File: config.mk
export PLATFORM = sky130hd
export DESIGN_NAME = hex_record_loader_parser
export DESIGN_NICKNAME = d
export VERILOG_FILES = /design/src/hw/rtl/hrl_pkg.sv /design/src/hw/rtl/hrl_queue.sv /design/src/hw/rtl/hrl_front.sv /design/src/hw/rtl/hrl_back.sv /design/src/hw/rtl/hex_record_loader_parser.sv
export SDC_FILE = /design/constraint.sdc
export NUM_CORES = 1
export LEC_CHECK = 0
export BUFFER_PORTS_ARGS = -buffer_cell sky130_fd_sc_hd__buf_4
export CAP_MARGIN = 40
export CORE_UTILIZATION = 35
export CTS_BUF_LIST = sky130_fd_sc_hd__clkbuf_16
export CTS_CLUSTER_SIZE = 10
export DETAILED_ROUTE_END_ITERATION = 10
export PLACE_DENSITY = 0.63
export SYNTH_ARGS = -nofsm -noshare
export SYNTH_HDL_FRONTEND = slang
export SYNTH_SLANG_ARGS = --single-unit
File: constraint.sdc
create_clock -name clk -period 6 [get_ports clk]
set_clock_uncertainty 0.15 [all_clocks]
set_input_delay 0.9 -clock clk [delete_from_list [all_inputs] [get_ports clk]]
set_output_delay 0.9 -clock clk [all_outputs]
set_load 0.01 [all_outputs]
File: src/hw/rtl/hrl_pkg.sv
// Shared types and constants for the hex record loader parser.
package hrl_pkg;

  localparam logic [7:0] NEWLINE_CHAR = 8'd10;

  localparam logic KIND_DATA  = 1'b0;
  localparam logic KIND_TOTAL = 1'b1;

  localparam int CHAR_QUEUE_DEPTH = 2;
  localparam int OUT_QUEUE_DEPTH  = 2;

  // One classified character as it travels from the front to the back.
  typedef struct packed {
    logic       nl;
    logic [5:0] digit;
  } char_beat_t;

  typedef struct packed {
    logic        kind;
    logic [23:0] write_address;
    logic [7:0]  write_data;
    logic [15:0] record_total;
  } result_t;

  localparam int CHAR_BEAT_W = $bits(char_beat_t);
  localparam int RESULT_W    = $bits(result_t);

endpackage

File: src/hw/rtl/hrl_queue.sv
// Small synchronous FIFO used for the character and result queues of the parser.
module hrl_queue
  #(
    parameter int WIDTH = 8,
    parameter int DEPTH = 2
  )
  (
    input  logic             clk,
    input  logic             rst_n,
    input  logic             push,
    input  logic [WIDTH-1:0] wdata,
    output logic             full,
    input  logic             pop,
    output logic [WIDTH-1:0] rdata,
    output logic             empty
  );

  localparam int PTR_W = (DEPTH > 1) ? $clog2(DEPTH) : 1;
  localparam int CNT_W = $clog2(DEPTH + 1);
  localparam logic [PTR_W-1:0] LAST_PTR = PTR_W'(DEPTH - 1);
  localparam logic [CNT_W-1:0] FULL_CNT = CNT_W'(DEPTH);

  logic [WIDTH-1:0] mem_r [DEPTH];
  logic [PTR_W-1:0] wr_ptr_r, wr_ptr_nxt;
  logic [PTR_W-1:0] rd_ptr_r, rd_ptr_nxt;
  logic [CNT_W-1:0] count_r, count_nxt;
  logic             do_push;
  logic             do_pop;

  assign full    = (count_r == FULL_CNT);
  assign empty   = (count_r == '0);
  assign do_push = push && !full;
  assign do_pop  = pop && !empty;
  assign rdata   = mem_r[rd_ptr_r];

  always_comb begin
    wr_ptr_nxt = wr_ptr_r;
    rd_ptr_nxt = rd_ptr_r;
    count_nxt  = count_r;
    if (do_push) begin
      wr_ptr_nxt = (wr_ptr_r == LAST_PTR) ? '0 : wr_ptr_r + PTR_W'(1);
    end
    if (do_pop) begin
      rd_ptr_nxt = (rd_ptr_r == LAST_PTR) ? '0 : rd_ptr_r + PTR_W'(1);
    end
    if (do_push && !do_pop) begin
      count_nxt = count_r + CNT_W'(1);
    end else if (do_pop && !do_push) begin
      count_nxt = count_r - CNT_W'(1);
    end
  end

  always_ff @(posedge clk) begin
    if (!rst_n) begin
      wr_ptr_r <= '0;
      rd_ptr_r <= '0;
      count_r  <= '0;
    end else begin
      wr_ptr_r <= wr_ptr_nxt;
      rd_ptr_r <= rd_ptr_nxt;
      count_r  <= count_nxt;
    end
  end

  always_ff @(posedge clk) begin
    if (do_push) begin
      mem_r[wr_ptr_r] <= wdata;
    end
  end

endmodule

File: src/hw/rtl/hrl_front.sv
// Input side: accepts characters and classifies them into newline and digit value.
module hrl_front
  import hrl_pkg::*;
  (
    input  logic       in_push,
    input  logic [7:0] in_char_in,
    output logic       in_full,
    input  logic       q_full,
    output logic       q_push,
    output char_beat_t q_beat
  );

  logic [5:0] digit;

  always_comb begin
    if (in_char_in >= "0" && in_char_in <= "9") begin
      digit = 6'(in_char_in - 8'h30);
    end else if (in_char_in >= "A" && in_char_in <= "Z") begin
      digit = 6'(in_char_in - 8'h37);
    end else if (in_char_in >= "a" && in_char_in <= "z") begin
      digit = 6'(in_char_in - 8'h57);
    end else begin
      digit = 6'd0;
    end
  end

  assign in_full      = q_full;
  assign q_push       = in_push;
  assign q_beat.nl    = (in_char_in == NEWLINE_CHAR);
  assign q_beat.digit = digit;

endmodule

File: src/hw/rtl/hrl_back.sv
// Record parser: walks each line's count, offset, data and total fields.
module hrl_back
  import hrl_pkg::*;
  #(
    parameter int ADDR_BITS = 24
  )
  (
    input  logic        clk,
    input  logic        rst_n,
    input  logic [23:0] board_base,
    input  logic        q_empty,
    input  char_beat_t  q_beat,
    output logic        q_pop,
    input  logic        o_full,
    output logic        o_push,
    output result_t     o_result
  );

  localparam logic [2:0] PH_LINE_START = 3'd0;
  localparam logic [2:0] PH_COUNT      = 3'd1;
  localparam logic [2:0] PH_OFFSET     = 3'd2;
  localparam logic [2:0] PH_DATA       = 3'd3;
  localparam logic [2:0] PH_TOTAL      = 3'd4;
  localparam logic [2:0] PH_TRAIL      = 3'd5;

  localparam int SUM_W = (ADDR_BITS > 24) ? ADDR_BITS : 24;

  logic [2:0]           phase_r, phase_nxt;
  logic [1:0]           digit_index_r, digit_index_nxt;
  logic [15:0]          field_accum_r, field_accum_nxt;
  logic [7:0]           bytes_left_r, bytes_left_nxt;
  logic [ADDR_BITS-1:0] next_address_r, next_address_nxt;
  logic                 finished_r, finished_nxt;

  logic [1:0]           di_take;
  logic [15:0]          acc_take;
  logic [7:0]           bytes_dec;
  logic [SUM_W-1:0]     addr_ext;
  logic [SUM_W-1:0]     base_sum;

  assign q_pop     = !q_empty && !o_full;
  assign di_take   = digit_index_r + 2'd1;
  assign bytes_dec = bytes_left_r - 8'd1;
  assign addr_ext  = SUM_W'(next_address_r);
  assign base_sum  = SUM_W'(board_base) + SUM_W'(acc_take);

  // Even digit positions open a new byte, odd ones add the low nibble.
  always_comb begin
    if (!digit_index_r[0]) begin
      acc_take = {field_accum_r[7:0], q_beat.digit[3:0], 4'b0000};
    end else begin
      acc_take = {field_accum_r[15:8], field_accum_r[7:0] + {2'b00, q_beat.digit}};
    end
  end

  always_comb begin
    phase_nxt        = phase_r;
    digit_index_nxt  = digit_index_r;
    field_accum_nxt  = field_accum_r;
    bytes_left_nxt   = bytes_left_r;
    next_address_nxt = next_address_r;
    finished_nxt     = finished_r;
    o_push           = 1'b0;
    o_result         = '0;
    if (q_pop && !finished_r) begin
      if (q_beat.nl) begin
        phase_nxt       = PH_LINE_START;
        digit_index_nxt = 2'd0;
        field_accum_nxt = 16'd0;
        bytes_left_nxt  = 8'd0;
      end else begin
        unique case (phase_r)
          PH_LINE_START: begin
            phase_nxt       = PH_COUNT;
            digit_index_nxt = 2'd0;
            field_accum_nxt = 16'd0;
          end
          PH_COUNT: begin
            digit_index_nxt = di_take;
            field_accum_nxt = acc_take;
            if (di_take == 2'd2) begin
              bytes_left_nxt  = acc_take[7:0];
              phase_nxt       = (acc_take[7:0] != 8'd0) ? PH_OFFSET : PH_TOTAL;
              digit_index_nxt = 2'd0;
              field_accum_nxt = 16'd0;
            end
          end
          PH_OFFSET: begin
            digit_index_nxt = di_take;
            field_accum_nxt = acc_take;
            if (di_take == 2'd0) begin
              next_address_nxt = ADDR_BITS'(base_sum);
              phase_nxt        = PH_DATA;
              field_accum_nxt  = 16'd0;
            end
          end
          PH_DATA: begin
            digit_index_nxt = di_take;
            field_accum_nxt = acc_take;
            if (di_take == 2'd2) begin
              o_push                 = 1'b1;
              o_result.kind          = KIND_DATA;
              o_result.write_address = addr_ext[23:0];
              o_result.write_data    = acc_take[7:0];
              next_address_nxt       = next_address_r + ADDR_BITS'(1);
              bytes_left_nxt         = bytes_dec;
              phase_nxt              = (bytes_dec != 8'd0) ? PH_DATA : PH_TRAIL;
              digit_index_nxt        = 2'd0;
              field_accum_nxt        = 16'd0;
            end
          end
          PH_TOTAL: begin
            digit_index_nxt = di_take;
            field_accum_nxt = acc_take;
            if (di_take == 2'd0) begin
              o_push                = 1'b1;
              o_result.kind         = KIND_TOTAL;
              o_result.record_total = acc_take;
              finished_nxt          = 1'b1;
              phase_nxt             = PH_TRAIL;
              field_accum_nxt       = 16'd0;
            end
          end
          default: begin
          end
        endcase
      end
    end
  end

  always_ff @(posedge clk) begin
    if (!rst_n) begin
      phase_r        <= PH_LINE_START;
      digit_index_r  <= 2'd0;
      field_accum_r  <= 16'd0;
      bytes_left_r   <= 8'd0;
      next_address_r <= '0;
      finished_r     <= 1'b0;
    end else begin
      phase_r        <= phase_nxt;
      digit_index_r  <= digit_index_nxt;
      field_accum_r  <= field_accum_nxt;
      bytes_left_r   <= bytes_left_nxt;
      next_address_r <= next_address_nxt;
      finished_r     <= finished_nxt;
    end
  end

endmodule

File: src/hw/rtl/hex_record_loader_parser.sv
// Hex load record parser: text characters in, memory writes and the final total out.
//
// Input channel: one ASCII character per beat, accepted when in_push is high and
// in_full is low. Result channel: the oldest result sits on the out_ ports while
// out_empty is low and leaves on a clock edge with out_pop high.
// Each data byte gives a write beat (kind 0) at board base plus record offset plus
// byte index; an end record gives one total beat (kind 1), after which all further
// characters are taken and dropped.
// Configuration: cfg_we loads cfg_wdata into the board base register; it is used
// when a record's offset field completes.
// A character is registered in the character queue, and its result in the output queue.
// Throughput: one character per cycle while the output queue is not full, set by the
// parser's field update and the two-entry queues on either side of it.
// Reset clears the parser state, both queues and the board base to zero.
// When the receiver stalls, results collect in the output queue; once it is full
// the parser stops, the character queue fills and in_full rises.
module hex_record_loader_parser
  import hrl_pkg::*;
  #(
    parameter int ADDR_BITS = 24
  )
  (
    input  logic        clk,
    input  logic        rst_n,
    input  logic        cfg_we,
    input  logic [23:0] cfg_wdata,
    input  logic        in_push,
    input  logic [7:0]  in_char_in,
    output logic        in_full,
    input  logic        out_pop,
    output logic        out_empty,
    output logic        out_kind,
    output logic [23:0] out_write_address,
    output logic [7:0]  out_write_data,
    output logic [15:0] out_record_total
  );

  logic [23:0]            cfg_board_base_r;
  logic                   cq_full;
  logic                   cq_push;
  char_beat_t             cq_wbeat;
  logic [CHAR_BEAT_W-1:0] cq_rdata;
  logic                   cq_empty;
  logic                   cq_pop;
  logic                   oq_full;
  logic                   oq_push;
  result_t                oq_wres;
  logic [RESULT_W-1:0]    oq_rdata;
  result_t                out_res;

  always_ff @(posedge clk) begin
    if (!rst_n) begin
      cfg_board_base_r <= 24'd0;
    end else if (cfg_we) begin
      cfg_board_base_r <= cfg_wdata;
    end
  end

  hrl_front u_front (
    .in_push    (in_push),
    .in_char_in (in_char_in),
    .in_full    (in_full),
    .q_full     (cq_full),
    .q_push     (cq_push),
    .q_beat     (cq_wbeat)
  );

  hrl_queue #(.WIDTH(CHAR_BEAT_W), .DEPTH(CHAR_QUEUE_DEPTH)) u_char_q (
    .clk   (clk),
    .rst_n (rst_n),
    .push  (cq_push),
    .wdata (cq_wbeat),
    .full  (cq_full),
    .pop   (cq_pop),
    .rdata (cq_rdata),
    .empty (cq_empty)
  );

  hrl_back #(.ADDR_BITS(ADDR_BITS)) u_back (
    .clk        (clk),
    .rst_n      (rst_n),
    .board_base (cfg_board_base_r),
    .q_empty    (cq_empty),
    .q_beat     (char_beat_t'(cq_rdata)),
    .q_pop      (cq_pop),
    .o_full     (oq_full),
    .o_push     (oq_push),
    .o_result   (oq_wres)
  );

  hrl_queue #(.WIDTH(RESULT_W), .DEPTH(OUT_QUEUE_DEPTH)) u_out_q (
    .clk   (clk),
    .rst_n (rst_n),
    .push  (oq_push),
    .wdata (oq_wres),
    .full  (oq_full),
    .pop   (out_pop),
    .rdata (oq_rdata),
    .empty (out_empty)
  );

  assign out_res           = result_t'(oq_rdata);
  assign out_kind          = out_res.kind;
  assign out_write_address = out_res.write_address;
  assign out_write_data    = out_res.write_data;
  assign out_record_total  = out_res.record_total;

endmodule

==> results.ini <==
[synthesis]
synth_top_area_cell=edfxtp_1
avgSynthCellArea_sq_um=10.5
yosys_warnings=0
synth_nets=1075
synthArstFlopShare_pct=0
synth-seq-area-share_pct=49.2
syn_area_sq_um=10400
synth_edf_count=112
synth_top_area_share_pct=32.3
postSynthCellCount=996
synth.distinct_cells=74
synth_ff_type=edfxtp_1
ys_top_cells_by_area=edfxtp_1, dfxtp_1, mux2_2, ha_1, nor2_1
ys_ff_latch=200

[detailed_routing]
ant_nets=0
totalWireLength_um=25100
drcViolationCount=0
vias=7850
vias_per_cell=5.35
drtIter0Drc=480
wl_per_cell_um=17.1
first_pass_iters=5

[placed_design]
gp_congestion=0.870
place_inst=1434
port-buffer-count=87
dp.final_hpwl_um=17800

[grt]
grt_pass1_vias=7391
met2_usage_pct=25.0
grt_use_met3_pct=2.72
top_usage_layer=met2
grt_max_degree=72
use_met1_pct=23.9
grt_pass1_wl_um=40200
track_usage_pct=16.6
antenna_found_initial=0
gr-total-overflow=0

[timing]
tightest_slew_ns=0.817
hold_viol=0
fin_crit_sh_pct=82.8
drv_slew=0
final.setup.tns_ns=0
relSlewSlack_pct=44.9
hold_ws_ns=0.353
rsz0062_at_grt=false
max_freq_mhz=201
fin_crit_ns=4.97
setup_violations=0

[layout]
layout_commonest_cell=edfxtp_1
instances_no_fill=1466
fin_util_pct=41.6
layout.nets=1148
mostFrequentLayoutCells=edfxtp_1, nor2_1, buf_4, dfxtp_1, mux2_2
layout-drive-gt1-share_pct=20.1
synthToLayoutAreaGrowth_pct=15.7
n_antenna_cell=0

[clock_network]
root_buffer=clkbuf_16
path_clk_slew_ns=0.08
cts-hold-fix-buffers=0
clk_path_buf_depth=2
postCtsSetupBuffers=0
cts_htree_levels=4
cts_resized=0
clock_latency_ns=0.43
cts_buffers=17
tritoncts=built
cts_sinks=200

[worst_hold_path]
hp-class=reg2reg

[worst_setup_path]
crit_path_max_fanout=8
cpMaxStageDelayCell=dfxtp_1
end_kind=flip-flop
path_class=reg2reg
required_ns=6.13
path_cells=mux2_2 > ha_1 > fa_1 > a211oi_1 > o21ba_2 > o21ai_0 > o21ai_0 > inv_1 > ha_1 > a21o_1 > a221oi_1 > o31ai_2 > a311oi_2 > or4_1 > o221ai_1
critPathLaunchType=flip-flop
critPathArrivalTime_ns=5.09
max_stage_delay_ns=0.52

[floorplanning]
fp.dieW_um=175
boundaryPins=88
coreArea_sq_um=29000
die_area_sq_um=30500
start_util_pct=35.9
die_h_um=175
row_count=62

[pwr]
combPwrFrac_pct=17.4
power.density_nw_per_um2=263
internal_power_mw=2.24
peakVddDrop_v=0.000184
share_seq_of_total_power_pct=47.9
netSwitchingPower_mw=0.934
clockPowerShare_pct=34.7
sw_frac_of_total_pct=29.4
p_leak_nw=4.63

[status]
status=completed

[run]
maxCapViolCount=0

state kept, by name, summed over array words and instances (netlist names), 3 cells and up, named ones only:
| signal | count |
|---|---|
| u_back.bytes_left_r | 8 |
| u_back.addr_ext | 24 |
| cfg_board_base_r | 24 |
| u_char_q.mem_r | 14 |
| u_out_q.mem_r | 98 |
| u_back.phase_r | 3 |
| u_back.field_accum_r | 16 |
cell families after synthesis:
family | count (synthesis) | synth area share, %
muxes | 96 | 10.0
buffers and inverters | 79 | 2.98
and+or+nand+nor | 315 | 15.2
AOI/OAI and AO/OA | 238 | 15.2
xor gates and xnor gates | 25 | 2.10
adders and majority gates | 43 | 5.28
DFF | 200 | 49.2
path summary, 6_finish.rpt:
| path | to | slack, ns | cells past startpoint | start |
|---|---|---|---|---|
| setup / recovery | u_back.addr_ext[20]$_SDFFE_PN0P_ | 1.03 | 15 | flip-flop |
| hold / removal | u_back.field_accum_r[15]$_SDFFE_PN0P_ | 0.35 | 2 | u_back.field_accum_r[15]$_SDFFE_PN0P_ |
| setup reg to reg | u_back.addr_ext[20]$_SDFFE_PN0P_ | 1.03 | 15 | flip-flop |
| hold reg to reg | u_back.field_accum_r[15]$_SDFFE_PN0P_ | 0.35 | 2 | u_back.field_accum_r[15]$_SDFFE_PN0P_ |
stage by stage:
stage / setup slack [ns] / total power, mW / cell area, sq um
2_1_floorplan: 1.11 / 1.93 / 10400
3_3_place_gp: 1.15 / 2.08 / 11500
3_5_place_dp: 1.08 / 2.09 / 11500
4_1_cts: 1.05 / 3.19 / 12100
5_1_grt: 0.631 / 3.32 / 12100
6_report: 1.03 / 3.18 / 12100
cell usage after synthesis (all sizes together) (3+ instances only):
| master | number |
|---|---|
| nor4b | 4 |
| mux2i | 30 |
| o21bai | 6 |
| ha | 40 |
| o31a | 3 |
| o221ai | 9 |
| a311oi | 6 |
| nor2b | 15 |
| nor2 | 109 |
| a22oi | 19 |
| buf | 16 |
| o211ai | 10 |
| a211oi | 8 |
| a21o | 9 |
| dfxtp | 88 |
| clkbuf | 30 |
| o22ai | 8 |
| xnor2 | 11 |
| or3 | 8 |
| inv | 32 |
| o31ai | 8 |
| mux2 | 66 |
| nor3b | 3 |
| nand4 | 7 |
| nand3 | 27 |
| or4 | 5 |
| a31oi | 12 |
| a21oi | 50 |
| nand2b | 6 |
| and3 | 13 |
| nor4 | 11 |
| nand2 | 50 |
| edfxtp | 112 |
| and2 | 27 |
| o21a | 12 |
| o21ai | 53 |
| xor2 | 14 |
| a211o | 3 |
| nor3 | 22 |
worst max-delay path: cells and delay by family (launching register included):
family	cells	cell delay, ns
AOI/OAI and AO/OA	9	2.43
adders and majority gates	3	1.02
buffers and inverters	1	0.11
DFF	1	0.52
muxes	1	0.42
and+or+nand+nor	1	0.18
power groups by stage:
stage               Sequential (mW)  Clock, mW  Combinational, mW
floorplan                      1.53          0              0.399
global placement               1.56          0              0.526
detailed placement             1.55          0              0.540
CTS                            1.52       1.12              0.546
global route                   1.53       1.18              0.610
finish                         1.52       1.10              0.552
area by class of cell:
| type | instances | area [sq um] |
|---|---|---|
| timing repair buffer | 100 | 768 |
| tap | 384 | 480 |
| sequential | 200 | 5130 |
| clock inverter | 15 | 134 |
| clock buffer | 17 | 425 |
| fill | 2812 | 17000 |
| inverter | 33 | 124 |
| multi-input combinational | 717 | 5000 |
routing by layer:
| metal | wire length [um] | up-vias |
|---|---|---|
| li1 | - | 3861 |
| met1 | 12500 | 3700 |
| met2 | 10800 | 250 |
| met3 | 1230 | 39 |
| met4 | 578 | 0 |
| met5 | 0 | - |
Power figures use the tool's default switching activity.
